[src/design/mft_pkg.sv]
// Shared types, constants and codes of the multi-turn feedback tracker.
`default_nettype none
package mft_pkg;

  localparam int MOTORS    = 2;
  localparam int MOTOR_W   = 1;
  localparam int ID_W      = 11;
  localparam int WORD_W    = 16;
  localparam int TEMP_W    = 8;
  localparam int TOTAL_W   = 30;
  localparam int TURN_SHIFT = 13;
  localparam int JUMP_LIMIT = 6500;
  localparam int CFG_IDX_W = 1;
  localparam int CFG_DATA_W = 11;

  localparam int IN_TDATA_W  = 72;
  localparam int OUT_TDATA_W = 104;

  typedef enum logic [1:0] {
    FUNC_FRAME  = 2'd0,
    FUNC_TICK   = 2'd1,
    FUNC_REBASE = 2'd2,
    FUNC_RSVD   = 2'd3
  } func_t;

  typedef enum logic [CFG_IDX_W-1:0] {
    CFG_BASE_ID = 1'd0,
    CFG_WATCHED = 1'd1
  } cfg_reg_t;

  typedef struct packed {
    func_t               func;
    logic [ID_W-1:0]     frame_id;
    logic [MOTOR_W-1:0]  motor_sel;
    logic [WORD_W-1:0]   angle_word;
    logic signed [WORD_W-1:0] speed_word;
    logic signed [WORD_W-1:0] current_word;
    logic [TEMP_W-1:0]   temperature;
  } in_item_t;

  typedef struct packed {
    logic [MOTOR_W-1:0]  motor_index;
    logic                id_error;
    logic [WORD_W-1:0]   angle;
    logic signed [WORD_W-1:0] speed;
    logic signed [WORD_W-1:0] current;
    logic [TEMP_W-1:0]   temp_out;
    logic signed [WORD_W-1:0] turns;
    logic signed [TOTAL_W-1:0] total_angle;
    logic [MOTORS-1:0]   offline_mask;
  } result_t;

endpackage
`default_nettype wire

[src/design/motor_feedback_multiturn_tracker_core.sv]
// Top level of the multi-turn motor feedback tracker.
// Tracks up to two motors from feedback frames, check ticks and rebase events and
// returns one result per item. An item passes an input register, the combinational
// per-motor update logic and a result register; m_tvalid rises when the result
// register takes the item's result. One item is accepted every cycle while the output
// side keeps taking results. The single-pass update of the per-motor state (angle,
// turn count, frame counter, offline flag) sets that rate. Configuration writes
// are always taken and must only happen while the block holds no item.
`default_nettype none
module motor_feedback_multiturn_tracker_core (
  input  wire logic clk,
  input  wire logic rst,
  input  wire logic s_tvalid,
  output logic      s_tready,
  // [10:0] frame_id, [11] motor_sel, [27:12] angle_word, [43:28] speed_word,
  // [59:44] current_word, [67:60] temperature, [71:68] zero
  input  wire logic [mft_pkg::IN_TDATA_W-1:0] s_tdata,
  // [1:0] func
  input  wire logic [1:0] s_tuser,
  output logic      m_tvalid,
  input  wire logic m_tready,
  // [15:0] angle, [31:16] speed, [47:32] current, [55:48] temp_out,
  // [71:56] turns, [101:72] total_angle, [103:102] offline_mask
  output logic [mft_pkg::OUT_TDATA_W-1:0] m_tdata,
  // [0] motor_index, [1] id_error
  output logic [1:0] m_tuser,
  input  wire logic cfg_valid,
  output logic      cfg_ready,
  input  wire logic [mft_pkg::CFG_IDX_W-1:0]  cfg_index,
  input  wire logic [mft_pkg::CFG_DATA_W-1:0] cfg_data
);
  import mft_pkg::*;

  logic [ID_W-1:0]   base_id;
  logic [MOTORS-1:0] watched_mask;
  in_item_t          in_item;
  in_item_t          item;
  logic              item_valid;
  logic              take;
  result_t           res;
  result_t           out_res;

  assign cfg_ready = 1'b1;

  always_ff @(posedge clk) begin
    if (rst) begin
      base_id      <= ID_W'(517);
      watched_mask <= '1;
    end else if (cfg_valid && cfg_ready) begin
      unique case (cfg_reg_t'(cfg_index))
        CFG_BASE_ID: base_id      <= cfg_data[ID_W-1:0];
        CFG_WATCHED: watched_mask <= cfg_data[MOTORS-1:0];
        default: begin
        end
      endcase
    end
  end

  always_comb begin
    in_item.func         = func_t'(s_tuser);
    in_item.frame_id     = s_tdata[10:0];
    in_item.motor_sel    = s_tdata[11];
    in_item.angle_word   = s_tdata[27:12];
    in_item.speed_word   = s_tdata[43:28];
    in_item.current_word = s_tdata[59:44];
    in_item.temperature  = s_tdata[67:60];
  end

  mft_in_stage u_in (
    .clk        (clk),
    .rst        (rst),
    .in_valid   (s_tvalid),
    .in_ready   (s_tready),
    .in_item    (in_item),
    .take       (take),
    .item_valid (item_valid),
    .item       (item)
  );

  mft_tracker u_trk (
    .clk          (clk),
    .rst          (rst),
    .step         (item_valid && take),
    .item         (item),
    .base_id      (base_id),
    .watched_mask (watched_mask),
    .result       (res)
  );

  mft_out_stage u_out (
    .clk       (clk),
    .rst       (rst),
    .res_valid (item_valid),
    .res_ready (take),
    .res       (res),
    .out_valid (m_tvalid),
    .out_ready (m_tready),
    .out_res   (out_res)
  );

  assign m_tuser = {out_res.id_error, out_res.motor_index};
  assign m_tdata = {out_res.offline_mask, out_res.total_angle, out_res.turns,
                    out_res.temp_out, out_res.current, out_res.speed, out_res.angle};

  a_ready_when_out_free: assert property (@(posedge clk) disable iff (rst)
    !m_tvalid |-> s_tready)
    else $error("input stalled with empty result register");

  a_id_error_clean: assert property (@(posedge clk) disable iff (rst)
    m_tvalid && m_tuser[1] |-> m_tdata[101:0] == '0 && m_tuser[0] == 1'b0)
    else $error("identifier error result carries data");

  a_total_matches: assert property (@(posedge clk) disable iff (rst)
    m_tvalid |-> m_tdata[101:72] ==
      30'({14'b0, m_tdata[15:0]}) + 30'({m_tdata[71], m_tdata[71:56], 13'b0}))
    else $error("total angle disagrees with angle and turns");

  a_item_moves: assert property (@(posedge clk) disable iff (rst)
    item_valid && take |=> m_tvalid)
    else $error("item lost between update and result register");
endmodule
`default_nettype wire

[src/design/mft_in_stage.sv]
// Input register: holds one accepted item until the update stage takes it.
`default_nettype none
module mft_in_stage (
  input  wire logic             clk,
  input  wire logic             rst,
  input  wire logic             in_valid,
  output logic                  in_ready,
  input  wire mft_pkg::in_item_t in_item,
  input  wire logic             take,
  output logic                  item_valid,
  output mft_pkg::in_item_t     item
);
  import mft_pkg::*;

  assign in_ready = !item_valid || take;

  always_ff @(posedge clk) begin
    if (rst) begin
      item_valid <= 1'b0;
    end else if (in_ready) begin
      item_valid <= in_valid;
    end
  end

  always_ff @(posedge clk) begin
    if (in_valid && in_ready) begin
      item <= in_item;
    end
  end
endmodule
`default_nettype wire

[src/design/mft_tracker.sv]
// Per-motor state and the single-pass update that forms one result per item.
`default_nettype none
module mft_tracker (
  input  wire logic                   clk,
  input  wire logic                   rst,
  input  wire logic                   step,
  input  wire mft_pkg::in_item_t      item,
  input  wire logic [mft_pkg::ID_W-1:0]   base_id,
  input  wire logic [mft_pkg::MOTORS-1:0] watched_mask,
  output mft_pkg::result_t            result
);
  import mft_pkg::*;

  logic [WORD_W-1:0]        prev_angle [MOTORS];
  logic [WORD_W-1:0]        now_angle  [MOTORS];
  logic signed [WORD_W-1:0] turn_count [MOTORS];
  logic [7:0]               frames_seen [MOTORS];
  logic [MOTORS-1:0]        offline_flags;

  logic [WORD_W-1:0]        prev_angle_next [MOTORS];
  logic [WORD_W-1:0]        now_angle_next  [MOTORS];
  logic signed [WORD_W-1:0] turn_count_next [MOTORS];
  logic [7:0]               frames_seen_next [MOTORS];
  logic [MOTORS-1:0]        offline_flags_next;

  logic [ID_W:0]            id_diff;
  logic                     id_hit;
  logic [MOTOR_W-1:0]       idx;
  logic signed [WORD_W:0]   delta;
  logic signed [WORD_W-1:0] t;
  logic                     wrap_up;
  logic                     wrap_down;

  always_comb begin
    id_diff = {1'b0, item.frame_id} - {1'b0, base_id};
    id_hit  = id_diff < (ID_W+1)'(MOTORS);
    idx     = id_diff[MOTOR_W-1:0];
    delta   = signed'({1'b0, item.angle_word}) - signed'({1'b0, now_angle[idx]});
    wrap_up   = delta < -(WORD_W+1)'(JUMP_LIMIT);
    wrap_down = delta > (WORD_W+1)'(JUMP_LIMIT);
    t = turn_count[idx];
    if (wrap_up && t != 16'sh7FFF) begin
      t = t + 16'sd1;
    end
    if (wrap_down && t != -16'sh8000) begin
      t = t - 16'sd1;
    end

    prev_angle_next    = prev_angle;
    now_angle_next     = now_angle;
    turn_count_next    = turn_count;
    frames_seen_next   = frames_seen;
    offline_flags_next = offline_flags;
    result             = '0;

    unique case (item.func)
      FUNC_FRAME: begin
        if (!id_hit) begin
          result.id_error = 1'b1;
        end else begin
          prev_angle_next[idx] = now_angle[idx];
          now_angle_next[idx]  = item.angle_word;
          turn_count_next[idx] = t;
          if (frames_seen[idx] != 8'hFF) begin
            frames_seen_next[idx] = frames_seen[idx] + 8'd1;
          end
          result.motor_index = idx;
          result.angle       = item.angle_word;
          result.speed       = item.speed_word;
          result.current     = item.current_word;
          result.temp_out    = item.temperature;
          result.turns       = t;
          result.total_angle = signed'({{(TOTAL_W-WORD_W){1'b0}}, item.angle_word})
                             + signed'({t[WORD_W-1], t, {TURN_SHIFT{1'b0}}});
        end
      end
      FUNC_TICK: begin
        for (int i = 0; i < MOTORS; i++) begin
          if (watched_mask[i]) begin
            offline_flags_next[i] = (frames_seen[i] == 8'd0);
            frames_seen_next[i]   = 8'd0;
          end
        end
      end
      FUNC_REBASE: begin
        prev_angle_next[item.motor_sel] = now_angle[item.motor_sel];
        turn_count_next[item.motor_sel] = '0;
        result.motor_index = item.motor_sel;
        result.angle       = now_angle[item.motor_sel];
        result.total_angle = signed'({{(TOTAL_W-WORD_W){1'b0}}, now_angle[item.motor_sel]});
      end
      default: begin
      end
    endcase

    result.offline_mask = offline_flags_next;
  end

  always_ff @(posedge clk) begin
    if (rst) begin
      for (int i = 0; i < MOTORS; i++) begin
        prev_angle[i]  <= '0;
        now_angle[i]   <= '0;
        turn_count[i]  <= '0;
        frames_seen[i] <= '0;
      end
      offline_flags <= '0;
    end else if (step) begin
      prev_angle    <= prev_angle_next;
      now_angle     <= now_angle_next;
      turn_count    <= turn_count_next;
      frames_seen   <= frames_seen_next;
      offline_flags <= offline_flags_next;
    end
  end
endmodule
`default_nettype wire

[src/design/mft_out_stage.sv]
// Result register: holds one result until the downstream side takes it.
`default_nettype none
module mft_out_stage (
  input  wire logic              clk,
  input  wire logic              rst,
  input  wire logic              res_valid,
  output logic                   res_ready,
  input  wire mft_pkg::result_t  res,
  output logic                   out_valid,
  input  wire logic              out_ready,
  output mft_pkg::result_t       out_res
);
  import mft_pkg::*;

  assign res_ready = !out_valid || out_ready;

  always_ff @(posedge clk) begin
    if (rst) begin
      out_valid <= 1'b0;
    end else if (res_ready) begin
      out_valid <= res_valid;
    end
  end

  always_ff @(posedge clk) begin
    if (res_valid && res_ready) begin
      out_res <= res;
    end
  end
endmodule
`default_nettype wire

[config.mk]
export PLATFORM = sky130hd
export DESIGN_NAME = motor_feedback_multiturn_tracker_core
export DESIGN_NICKNAME = d
export VERILOG_FILES = /design/src/design/mft_pkg.sv /design/src/design/motor_feedback_multiturn_tracker_core.sv /design/src/design/mft_in_stage.sv /design/src/design/mft_tracker.sv /design/src/design/mft_out_stage.sv
export SDC_FILE = /design/constraint.sdc
export NUM_CORES = 1
export LEC_CHECK = 0
export BUFFER_PORTS_ARGS = -buffer_cell sky130_fd_sc_hd__clkbuf_2
export CORE_MARGIN = 3
export CORE_UTILIZATION = 40
export CTS_CLUSTER_DIAMETER = 30
export CTS_CLUSTER_SIZE = 20
export DETAILED_ROUTE_END_ITERATION = 7
export PLACE_DENSITY = 0.67
export RECOVER_POWER = 50
export SYNTH_ARGS = -nofsm -noshare
export SYNTH_HDL_FRONTEND = slang
export SYNTH_SLANG_ARGS = --single-unit
[constraint.sdc]
create_clock -name clk -period 10.19 [get_ports clk]
set_input_delay 1.5285 -clock clk [delete_from_list [all_inputs] [get_ports clk]]
set_output_delay 1.5285 -clock clk [all_outputs]
set_load 0.1 [all_outputs]
### Word-level counts from Yosys, hierarchy flattened

Cells that the tools add are included.

| cells by class | value |
|---|---|
| add/sub/neg operators | 6 |
| magnitude comparators | 7 |
| muxes and demuxes | 39 |
| eq/ne operators | 9 |
| bitwise logic cells | 5 |
| reductions and logical operators | 22 |

Operator list:

| cell | count |
|---|---|
| $mux 16 | 15 |
| $mux 102 | 1 |
| $bwmux 32 | 2 |
| $pmux 16 s2 | 2 |
| $pmux 32 s2 | 1 |
| $pmux 30 s2 | 1 |
| $mux 8 | 6 |
| $and 32x32->32 | 1 |
| $demux 16 s1 | 2 |
| $mux 32 | 1 |
| $ne 16x16->1 const B | 2 |
| $not 32->32 | 1 |
| $add 17x29->30 | 1 |
| $gt 17x14->1 const B | 1 |
| $lt 17x14->1 const B | 1 |
| $sub 16x16->17 | 1 |
| $add 16x2->16 const B | 1 |
| $bwmux 16 | 1 |
| $logic_not 8->1 | 2 |
| $sub 16x2->16 const B | 1 |
| $lt 12x2->1 const B | 1 |
| $sub 11x11->12 | 1 |
| $reduce_and 5->1 | 2 |
| $add 8x1->8 const B | 1 |
| other kinds (20) | 39 |

| word-level totals | value |
|---|---|
| input port bits | 91 |
| word-level logic and storage cells | 115 |
| output and inout port bits | 109 |
| register bits | 273 |

### Depth between registers and ports, before layout

Gate-level depths: netlist of the first run.

| depth | value |
|---|---|
| depth in word-level cells | 15 |
| mapped depth | 33 |
| mapped depth without buffers | 26 |

### By module

A second synthesis of the first run with hierarchy kept.

| second synthesis, totals | value |
|---|---|
| cells, all modules | 1,235 |
| area total of the unflattened synthesis | 13,479.2 um^2 |

By module, submodules not included:

| module | times used | cells an instance | area an instance (um^2) | sequential area each (um^2) |
|---|---|---|---|---|
| mft_tracker | 1 | 990 | 7,502.2 | 1,641.6 |
| mft_out_stage | 1 | 111 | 3,238.1 | 3,203.1 |
| mft_in_stage | 1 | 75 | 2,157.1 | 2,122.0 |
| motor_feedback_multiturn_tracker_core | 1 | 59 | 581.8 | 260.2 |

### Worst setup path before layout of the first run

No wires, ideal clock.

| timing | value |
|---|---|
| path kind | reg-to-reg |
| start point | register, netlist name u_in.item[57] |
| end point | register, netlist name u_out.out_res[30] |
| setup time | 0.254 ns |
| stages on the path, launching flop included | 34 |
| period minus slack after synthesis | 8.834 ns |
| setup slack | 1.356 ns |
| arrival | 8.579 ns |
| buffers on the path | 9 |
| cells stage by stage | edfxtp_1 inv_1 ha_1 buf_2 buf_2 buf_2 buf_1 buf_1 clkbuf_1 buf_1 mux2i_1 ha_1 buf_2 a21oi_2 mux2i_1 o21ai_1 or3_4 a2111o_1 a2111o_1 nand2_1 buf_1 mux2i_1 ha_1 o221ai_2 or3_1 o21ai_0 mux2i_1 ha_1 a21o_1 a21oi_1 nand4bb_1 inv_1 and4_1 o21a_1 |

| on the way | value |
|---|---|
| cells in the longest elaborated chain, start to end | 15 |

RTL lines:

| element | RTL line | RTL |
|---|---|---|
| $sub 11x11->12 * | mft_tracker.sv:35 | `id_diff = {1'b0, item.frame_id} - {1'b0, base_id};` |
| $not 1->2 (implied by the code) * | mft_tracker.sv:38, mft_tracker.sv:41 |  |
| branches (longest 9 deep; another with $sub 16x16->17) | n/a |  |
| $mux 16 * | mft_tracker.sv:45 | `if (wrap_down && t != -16'sh8000) begin` |
| via u_trk.t[1] | mft_tracker.sv:30 | `logic signed [WORD_W-1:0] t;` |
| $add 17x29->30 * | mft_tracker.sv:74 | `+ signed'({t[WORD_W-1], t, {TURN_SHIFT{1'b0}}});` |
| $mux 102 * | mft_tracker.sv:58 | `if (!id_hit) begin` |
| $pmux 30 s2 * | mft_tracker.sv:56 | `unique case (item.func)` |

Mark *: on every way through the listed nets, which the timed path passes. The select of a mux whose other input is x is not followed.
A chain may end at the register's enable or synchronous reset.

### Worst setup path in the final report of the first run

| timing | value |
|---|---|
| start point | register, netlist name u_in.item[57] |
| end point | register, netlist name u_out.out_res[30] |

| on the way | value |
|---|---|
| cells in the longest elaborated chain, start to end | 15 |

RTL lines:

| element | RTL line |
|---|---|
| $sub 11x11->12 * | mft_tracker.sv:35 |
| $not 1->2 (implied by the code) * | mft_tracker.sv:38, mft_tracker.sv:41 |
| branches (longest 9 deep; another with $sub 16x16->17) | n/a |
| $mux 16 * | mft_tracker.sv:45 |
| via u_trk.t[1] | mft_tracker.sv:30 |
| $add 17x29->30 * | mft_tracker.sv:74 |
| $mux 102 * | mft_tracker.sv:58 |
| $pmux 30 s2 * | mft_tracker.sv:56 |

Marks and branches as above.

==> results of run 1 <==
-- worst max-delay path: cells and delay by family, from the launching register on --
kind | cells | cell delay, ps
AO/OA/AOI/OAI | 8 | 2400
AND/OR/NAND/NOR | 6 | 1840
adder cells (fa/ha/maj) | 4 | 1650
multiplexers | 2 | 830
buffers and inverters | 3 | 740
XOR/XNOR | 1 | 390
flip-flops | 1 | 320
-- sequential cells by signal (all words and copies together), names as in the netlist --
name	flops
u_trk.turn_count	32
u_in.item	70
u_trk.now_angle	32
u_out.out_valid	1
u_in.item_valid	1
u_trk.offline_flags	2
base_id	11
u_out.out_res	93
watched_mask	2
u_trk.frames_seen	16
-- how the worst max path moves through the flow --
stage,cells after the start,end,slack [ps]
after detailed placement,24,u_out.out_res[30]$_SDFFCE_PN0P_,1800
after floorplan,33,u_out.out_res[30]$_SDFFCE_PN0P_,1360
final,24,u_out.out_res[30]$_SDFFCE_PN0P_,1730
after global routing,24,u_out.out_res[30]$_SDFFCE_PN0P_,1150
after CTS,24,u_out.out_res[30]$_SDFFCE_PN0P_,1710
after global placement,24,u_out.out_res[30]$_SDFFCE_PN0P_,1950
-- layout by cell type (no fill, tap or decap), types with 8 or more instances in the layout --
cell and instances:
o21ai_0 53, and2_1 18, nand2b_1 11, nand3b_1 13
a21oi_1 82, nor4_1 9, nor3_1 24, dfxtp_1 97
xnor2_1 23, clkbuf_1 94, nor2_1 126, nand2_1 123
a21o_1 10, ha_1 32, inv_1 30, xor2_1 18
a22oi_1 26, a31oi_1 10, buf_4 10, and3_1 51
edfxtp_1 163, nand4_1 8, mux2i_1 73, nand3_1 20
clkinv_2 11, or3_1 13, clkinv_1 12, clkbuf_2 108
mux2_2 10, clkbuf_16 57, clkinvlp_4 8
-- power by group through the flow --
stage          Clock (mW)  Combinational [mW]  Sequential, mW
2_1_floorplan           0               0.231            1.33
3_3_place_gp            0               0.455            1.20
3_5_place_dp            0               0.459            1.20
4_1_cts              1.80               0.462            1.18
5_1_grt              1.86               0.490            1.19
6_report             1.78               0.457            1.19
-- per-stage QoR --
stage | power [mW] | worst slack (ps) | hold slack [ps] | cell area, um^2
5_1_grt | 3.54 | 1150 | 475 | 16100
2_1_floorplan | 1.57 | 1360 | 436 | 13000
3_5_place_dp | 1.66 | 1800 | 448 | 14300
3_3_place_gp | 1.66 | 1950 | 446 | 14300
6_report | 3.42 | 1730 | 453 | 16100
4_1_cts | 3.45 | 1710 | 454 | 16200
-- metal layers --
metal  share of wire, %  vias up  track usage (%)  wire (um)
met1                 44     4804             23.4      14100
met3                4.4       47             2.94       1420
met2                 49      254             30.7      15800
met4                2.0        0             5.60        626
li1                   -     4928                -          -
met5                  0        -                0          0
-- synthesized netlist by cell type (3+ instances only) --
master	count
a2111o_1	4
a211o_1	5
a211oi_1	4
a21o_1	10
a21oi_1	82
a22oi_1	26
a311oi_1	3
a31oi_1	10
and2_1	19
and3_1	51
buf_1	7
buf_2	8
buf_4	16
clkbuf_1	44
dfxtp_1	97
edfxtp_1	163
fa_1	3
ha_1	33
inv_1	30
mux2_2	10
mux2i_1	73
nand2_1	123
nand2b_1	11
nand3_1	20
nand3b_1	13
nand4_1	8
nor2_1	127
nor2b_1	8
nor3_1	24
nor3b_1	3
nor4_1	11
o2111ai_1	3
o211ai_1	7
o21a_1	5
o21ai_0	53
o22ai_1	4
o31ai_1	4
or2_2	3
or3_1	13
or4_1	5
xnor2_1	23
xor2_1	18
-- cell type report --
type / instances / area [um^2]
clock buffer: 64 / 1450
clock inverter: 44 / 470
fill: 2908 / 15700
inverter: 31 / 116
multi-input combinational: 871 / 5720
sequential: 260 / 6840
tap: 435 / 544
timing repair buffer: 206 / 947
-- logic make-up after synthesis --
family,after synthesis,synth area share (%)
simple gates,452,17.2
flops,260,52.6
compound gates,257,13.6
buf+inv,107,3.69
mux,84,6.57
xor+xnor,41,2.76
fa+ha+maj,36,3.64
other cells,1,0.0288
==> metrics.txt, run 1 <==
status=finished with violations; failing checks=capacitance limit, slew limit; Int Power=2.46 mW; insertion delay to the later sink of the worst-skew pair=590 ps; Tightest Hold Check Type=register to register; drt total wl=32000 um; Final Non-Filler Cells=1911; PortBufs=194; Vias/cell=5.25; WS Path Type=register to register; Max stage delay cell, worst path=ha_2; Seq/Total Area, Yosys=52.6%; Synth cell types=85; synthesized netlist cell count=1238; switching power total=0.959 mW; Mapped Nets=1365; Clk pin slew, worst setup/hold paths=50 ps; largest area contributor in the netlist=edfxtp_1; final critical-path required period=8460 ps; CP max stage delay=740 ps; combinational share of power=13.4%; layout cell share with drive strength beyond 1=17.0%; global-route wire length before repair=50400 um; Post-synth EDFFs=163; DP Wirelength=21100 um; Yosys reg bits=260; H-tree levels=2; Worst EP arrival=8780 ps; Clk pwr share=51.9%; worst-margin pin slew=4700 ps; Fin Setup TNS=0 ps; Die Y=186 um; max_slew headroom=-213%; Starting Density=40.9%; Overflow after GRT=0; Tcrit/Tclk final=83.0%; diode count=0; hold wc startpoint=base_id[8]$_SDFFE_PP0P_; ANT nets after route=0; final hold vios=0; Mapped Avg Cell Area=10.5 um^2; clk root buf=clkbuf_16; max-cap violations=3; Post-Syn Area=13000 um^2; Bufs on Longest Clock Path=3; # clock sinks=260; area grow syn2layout=23.8%; Seq pwr share=34.7%; row cnt=65; Worst setup EP type=register; I/O pin count=200; number of antenna violations at the first check in global routing=0; Worst setup startpoint=u_in.item[57]$_DFFE_PP_; Cells after DPL=1803; final setup fails=0; Leakage=6.23 nW; Primary FF master, synth=edfxtp_1; die area=34700 um^2; crit-path cells=inv_1 -> ha_2 -> buf_4 -> mux2i_1 -> ha_1 -> and2_1 -> and2_1 -> a221oi_2 -> a31oi_1 -> a31oi_1 -> nand2_1 -> xnor2_1 -> ha_1 -> o221ai_2 -> or3_1 -> o21ai_0 -> mux2i_1 -> ha_1 -> a21o_1 -> a21oi_1 -> nand4bb_1 -> inv_1 -> and4_1 -> o21a_1; CTS buffer count=57; post-synth top area share=37.6%; Tot GR Track Use=17.9%; Die W=186 um; Synth warnings=0; Crit Path Max Fanout=40; Pwr Density=212 nW/um^2; r2r setup slk=1730 ps; Hold Path Stages=2; Nets=1554; placer congestion estimate=0.866; Synth area leaders=edfxtp_1 38%, dfxtp_1 15%, mux2i_1 5.6%; Crit Reg-Reg Endpoint=u_out.out_res[30]$_SDFFCE_PN0P_; post-synthesis async set-or-reset flop share=0%; r2r worst-path depth=24; utilization after layout=50.6%; Worst EP required=10510 ps; Resized cells post-CTS=0; DRT Pass-1 Iters=7; CTS tree=built; sw frac=28.1%; vias in the first global route=9714; Final Slew Violations=198; CTS Hold Bufs=0; Worst Skew=48.3 ps; WL/cell=16.7 um; residual DRC count=0; CP Launch Type=register; DR vias=10000; RSZ-0062 raised after global routing=false; CP most frequent cell=ha_1; worst r2r src=u_in.item[57]$_DFFE_PP_; Core ar.=31800 um^2; DRT iter0 DRCs=584; Hold Path Sink=base_id[8]$_SDFFE_PP0P_; Worst IR Drop VDD=0.147 mV; Setup Buffers After CTS=0; largest net degree at the start of global routing=98; Max Freq=118 MHz
No activity file was read; power rests on OpenSTA's default activity.
==> run 2: changes to the inputs <==
==> constraint.sdc (replaced) <==
create_clock -name clk -period 8.3 [get_ports clk]
set_input_delay 1.245 -clock clk [delete_from_list [all_inputs] [get_ports clk]]
set_output_delay 1.245 -clock clk [all_outputs]
set_load 0.1 [all_outputs]
==> metrics.txt, run 2 (synthesis gave the netlist of run 1 again) <==
status=finished with violations; failing checks=capacitance limit, slew limit; Max Freq=132 MHz (+11%); Worst IR Drop VDD=0.174 mV (+18%); Fin Setup TNS=0 ps (unchanged); max_slew headroom=-215% (-2.1 points); residual DRC count=0 (unchanged); number of antenna violations at the first check in global routing=0 (unchanged); CP Launch Type=register; max-cap violations=3 (unchanged); largest net degree at the start of global routing=98 (unchanged); Starting Density=40.9% (unchanged); met3 routed WL=1720 um (+21%); H-tree levels=3 (+1); commonest cells after routing, fill and taps aside=163 x edfxtp_1, 126 x nor2_1, 123 x nand2_1; Setup Buffers After CTS=0 (unchanged); r2r worst-path depth=24 (unchanged); Die W=186 um (unchanged); Tightest Hold Check Type=register to register; layout cell share with drive strength beyond 1=18.7% (+1.7 points); Resized cells post-CTS=0 (unchanged); PortBufs=194 (unchanged); Crit Path Max Fanout=11 (-73%); DP Wirelength=21400 um (+1.6%); RSZ-0062 raised after global routing=false; worst r2r src=u_in.item[57]$_DFFE_PP_; Clk pin slew, worst setup/hold paths=50 ps (about the same); die area=34700 um^2 (unchanged); worst-margin pin slew=4730 ps (+34.8 ps); Crit Reg-Reg Endpoint=u_out.out_res[28]$_SDFFCE_PN0P_; Die Y=186 um (unchanged); Worst EP arrival=7880 ps (-900 ps); final hold vios=0 (unchanged); CTS tree=built; M1 WL=14000 um (-0.76%); row cnt=65 (unchanged); met2 wire len=16200 um (+2.5%); Hold Path Stages=2 (unchanged); Vias/cell=5.25 (about the same); insertion delay to the later sink of the worst-skew pair=570 ps (-20 ps); Nets=1567 (+0.84%); Largest register FFs=93 (unchanged); Worst Setup Slack, final=701 ps (-1030 ps); Worst setup startpoint=u_in.item[57]$_DFFE_PP_; Tot GR Track Use=18.7% (+0.78 points); drt total wl=32900 um (+2.8%); commonest non-fill, non-tap cell in the layout=edfxtp_1; diode count=0 (unchanged); register name with the most flops=u_out.out_res; WS Path Type=register to register; vias in the first global route=9988 (+2.8%); CP endpoint=u_out.out_res[28]$_SDFFCE_PN0P_; global-route wire length before repair=52200 um (+3.4%); Largest regs=u_out.out_res x93, u_in.item x70; Final Slew Violations=199 (+0.51%); Worst EP required=8580 ps (-1930 ps); placer congestion estimate=0.871 (+0.61%); ANT nets after route=0 (unchanged); Tot Pwr=4.72 mW (+38%); Worst Skew=30.9 ps (-17.5 ps); # clock sinks=260 (unchanged); area grow syn2layout=27.6%; Overflow after GRT=0 (unchanged); DRT iter0 DRCs=551 (-5.7%); DR vias=10100 (+1.1%); I/O pin count=200 (unchanged); final critical-path required period=7600 ps (-859 ps); Tcrit/Tclk final=91.6% (+8.6 points); final setup fails=0 (unchanged); r2r setup slk=700 ps (-1030 ps); clk root buf=clkbuf_16; CTS buffer count=67 (+18%); Bufs on Longest Clock Path=3 (unchanged); CTS Hold Bufs=0 (unchanged); Core ar.=31800 um^2 (unchanged); Pwr Density=284 nW/um^2 (+34%); Worst setup EP type=register; utilization after layout=52.2% (+1.6 points); DRT Pass-1 Iters=7 (unchanged); WL/cell=17.0 um (+1.8%); Place WS=807 ps (-997 ps); fill count=2845 (-2.2%); Leakage=6.47 nW (+4.0%); Top Metal Used=met4
## run 2: cell count changes in the layout (fill, tap and decap cells not counted), sizes merged
cell | previous run | this run
buf | 11 | 14
bufinv | 6 | 9
clkbuf | 259 | 268
clkinv | 31 | 26
clkinvlp | 8 | 9
inv | 30 | 38
## run 2: per-stage QoR
stage	hold slack (ps)	instance area (um^2)	instances
4_1_cts	454	16700	1930
3_3_place_gp	444	14300	1806
3_5_place_dp	448	14300	1806
2_1_floorplan	436	13000	1238
5_1_grt	476	16600	1930
6_report	452	16600	1930
## run 2: cell type report
class / count / area, um^2 / share of cell area, %
inverter: 31 / 116 / 0.701
multi-input combinational: 871 / 5720 / 34.5
clock inverter: 51 / 676 / 4.07
sequential: 260 / 6840 / 41.2
tap: 435 / 544 / 3.28
timing repair buffer: 209 / 968 / 5.84
clock buffer: 73 / 1730 / 10.4
## run 2: power by group
group	switching, mW	leakage, nW	internal, mW
Sequential	0.0234	2.29	1.43
Combinational	0.425	3.03	0.141
Clock	0.873	1.15	1.82
Total	1.32	6.47	3.40
## run 2: how the worst min path moves through the flow
stage	start	endpoint
global placement	u_trk.turn_count[29]$_SDFFE_PP0P_	u_trk.turn_count[29]$_SDFFE_PP0P_
global route	base_id[8]$_SDFFE_PP0P_	base_id[8]$_SDFFE_PP0P_
finish	base_id[8]$_SDFFE_PP0P_	base_id[8]$_SDFFE_PP0P_
detailed placement	base_id[7]$_SDFFE_PP0P_	base_id[7]$_SDFFE_PP0P_
CTS	base_id[7]$_SDFFE_PP0P_	base_id[7]$_SDFFE_PP0P_
floorplan	u_trk.turn_count[28]$_SDFFE_PP0P_	u_trk.turn_count[28]$_SDFFE_PP0P_
## run 2: routing by layer
layer / vias to the layer above / GRT usage [%]
met1: 4854 / 23.4
met3: 63 / 4.08
met4: 0 / 7.66
li1: 4964 / -
met5: - / 0
met2: 258 / 31.5
## run 2: critical path: stages (launching register included)
cell,delay [ps]
edfxtp_1,310
inv_1,40
ha_2,550
mux2i_1,370
ha_1,310
nor2b_1,170
o2111ai_1,440
a211oi_2,210
or3_1,380
a311o_1,460
a2111o_1,540
nand2_1,190
mux2i_1,270
ha_1,210
o221ai_2,160
or3_1,420
o21ai_1,280
nor2_1,100
xor2_1,350
ha_1,240
a21oi_1,150
nand4bb_1,410
nor4_1,450
xor2_1,210
nor2_1,60
==> run 3: changes to the inputs <==
==> constraint.sdc (replaced) <==
create_clock -name clk -period 9.5 [get_ports clk]
set_input_delay 1.425 -clock clk [delete_from_list [all_inputs] [get_ports clk]]
set_output_delay 1.425 -clock clk [all_outputs]
set_load 0.1 [all_outputs]
==> metrics.txt, run 3 (synthesis gave the netlist of run 1 again) <==
Pwr Density=249 nW/um^2 (-12%); Die Y=186 um (unchanged); Tightest Hold Check Type=register to register; Clk pwr share=57.1% (about the same); residual DRC count=0 (unchanged); DP Wirelength=21500 um (about the same); Overflow after GRT=0 (unchanged); clk root buf=clkbuf_16; Fin Setup TNS=0 ps (unchanged); Tot GR Track Use=18.5% (-0.18 points); placer congestion estimate=0.885 (+1.6%); Worst Setup Slack, final=1110 ps (+413 ps); ANT nets after route=0 (unchanged); Setup Buffers After CTS=0 (unchanged); Worst IR Drop VDD=0.163 mV (-5.9%); PortBufs=194 (unchanged); RSZ-0062 raised after global routing=false; Int Power=3.02 mW (-11%); Clk pin slew, worst setup/hold paths=50 ps (about the same); r2r setup slk=1110 ps (+410 ps); status=finished with violations; Worst setup startpoint=u_in.item[57]$_DFFE_PP_; Seq. cell area=6840 um^2 (unchanged); insertion delay to the later sink of the worst-skew pair=550 ps (-20 ps); Resized cells post-CTS=0 (unchanged); Place WS=1220 ps (+409 ps); final hold vios=0 (unchanged); max-cap violations=3 (unchanged); global-route wire length before repair=51800 um (-0.75%); final critical-path required period=8390 ps (+787 ps); Tcrit/Tclk final=88.3% (-3.3 points); DRT iter0 DRCs=611 (+11%); commonest cells after routing, fill and taps aside=163 x edfxtp_1, 126 x nor2_1, 123 x nand2_1; area grow syn2layout=27.1%; WL/cell=17.0 um (-0.34%); DRT Pass-1 Iters=5 (-2); Nets=1561 (-0.38%); layout cell share with drive strength beyond 1=18.0% (-0.65 points); switching power total=1.09 mW (-17%); H-tree levels=3 (unchanged); Crit Path Max Fanout=23 (+12); Worst setup EP type=register; Starting Density=40.9% (unchanged); sw frac=26.6% (-1.4 points); worst-margin pin slew=4750 ps (+23.1 ps); # clock sinks=260 (unchanged); row cnt=65 (unchanged); Die W=186 um (unchanged); Crit Reg-Reg Endpoint=u_out.out_res[28]$_SDFFCE_PN0P_; CTS buffer count=66 (-1.5%); vias in the first global route=9959 (-0.29%); largest net degree at the start of global routing=98 (unchanged); Bufs on Longest Clock Path=3 (unchanged); drt total wl=32700 um (-0.71%); Max Freq=119 MHz (-9.4%); fill count=2897 (+1.8%); r2r worst-path depth=26 (+8.3%); Leakage=6.44 nW (-0.47%); failing checks=capacitance limit, slew limit; commonest non-fill, non-tap cell in the layout=edfxtp_1; WS Path Type=register to register; combinational share of power=11.9% (about the same); DR vias=10200 (+0.57%); Largest regs=u_out.out_res x93, u_in.item x70; Vias/cell=5.30 (+0.94%); max_slew headroom=-217% (-1.5 points); Final Slew Violations=198 (-0.50%); Seq pwr share=31.0% (about the same); Worst Skew=19.6 ps (-11.2 ps); final setup fails=0 (unchanged); CTS tree=built; diode count=0 (unchanged); CP endpoint=u_out.out_res[28]$_SDFFCE_PN0P_; die area=34700 um^2 (unchanged); Core ar.=31800 um^2 (unchanged); Worst EP arrival=8650 ps (+770 ps); number of antenna violations at the first check in global routing=0 (unchanged); I/O pin count=200 (unchanged); CP Launch Type=register; Worst EP required=9760 ps (+1180 ps); Largest register FFs=93 (unchanged); CTS Hold Bufs=0 (unchanged); area of the multi-input gates=5720 um^2 (unchanged); worst r2r src=u_in.item[57]$_DFFE_PP_; register name with the most flops=u_out.out_res
[run 3: cell types whose count changed in the layout (fill, tap and decap cells not counted), sizes merged]
cell | before | now
buf | 14 | 9
bufinv | 9 | 12
clkinv | 26 | 19
clkbuf | 268 | 274
clkinvlp | 9 | 7
inv | 38 | 36
[run 3: critical path, cell delays in order, from the launching register on]
cell and delay, ps:
edfxtp_1 320, inv_1 40, ha_2 730, mux2_2 270, ha_1 160, inv_1 60, fa_1 450, a211oi_2 330
o21ai_4 130, or3_1 370, a222oi_1 360, a2111o_1 290, a2111o_1 330, nand2_1 370, xnor2_1 420, ha_1 240
o221ai_2 160, or3_1 430, o21ai_0 390, mux2i_1 520, ha_1 240, a21o_1 90, a21oi_1 130, nand4bb_1 420
nor4_1 550, xor2_1 210, nor2_1 50
[run 3: how the worst min path moves through the flow]
stage                                 startpoint                                 to  depth (start not counted)
2_1_floorplan  u_trk.turn_count[28]$_SDFFE_PP0P_  u_trk.turn_count[28]$_SDFFE_PP0P_                          2
3_3_place_gp   u_trk.turn_count[28]$_SDFFE_PP0P_  u_trk.turn_count[28]$_SDFFE_PP0P_                          2
3_5_place_dp             base_id[6]$_SDFFE_PP0P_            base_id[6]$_SDFFE_PP0P_                          2
4_1_cts                  base_id[6]$_SDFFE_PP0P_            base_id[6]$_SDFFE_PP0P_                          2
5_1_grt                  base_id[5]$_SDFFE_PP0P_            base_id[5]$_SDFFE_PP0P_                          2
6_report                 base_id[6]$_SDFFE_PP0P_            base_id[6]$_SDFFE_PP0P_                          2
[run 3: through the flow]
| step | util, % | hold slack (ps) | power (mW) | area (um^2) | cells |
|---|---|---|---|---|---|
| after floorplan | - | 436 | 1.68 | 13000 | 1238 |
| after global placement | 44.9 | 445 | 1.78 | 14300 | 1801 |
| after detailed placement | 44.9 | 446 | 1.78 | 14300 | 1801 |
| after CTS | 52.3 | 453 | 4.16 | 16600 | 1923 |
| after global routing | 51.9 | 471 | 4.26 | 16500 | 1923 |
| final | 51.9 | 454 | 4.11 | 16500 | 1923 |
[run 3: per-layer routing]
layer	vias up	track usage [%]	wire, um
met5	-	0	0
met4	0	8.46	1220
met3	80	4.24	1860
met2	286	30.0	15800
met1	4879	23.6	13800
li1	4952	-	-
[run 3: power groups by stage]
stage	clock, mW	sequential [mW]	combinational (mW)
after floorplan	0	1.43	0.248
final	2.35	1.28	0.488
after detailed placement	0	1.29	0.489
after global placement	0	1.29	0.485
after CTS	2.39	1.27	0.493
after global routing	2.46	1.28	0.522
[run 3: cell type report]
type                            instances  area share (%)
Sequential cell                       260            41.4
Timing Repair Buffer                  204            5.64
Tap cell                              435            3.29
Inverter                               31           0.704
Multi-Input combinational cell        871            34.7
Clock inverter                         43            3.79
Clock buffer                           79            10.5
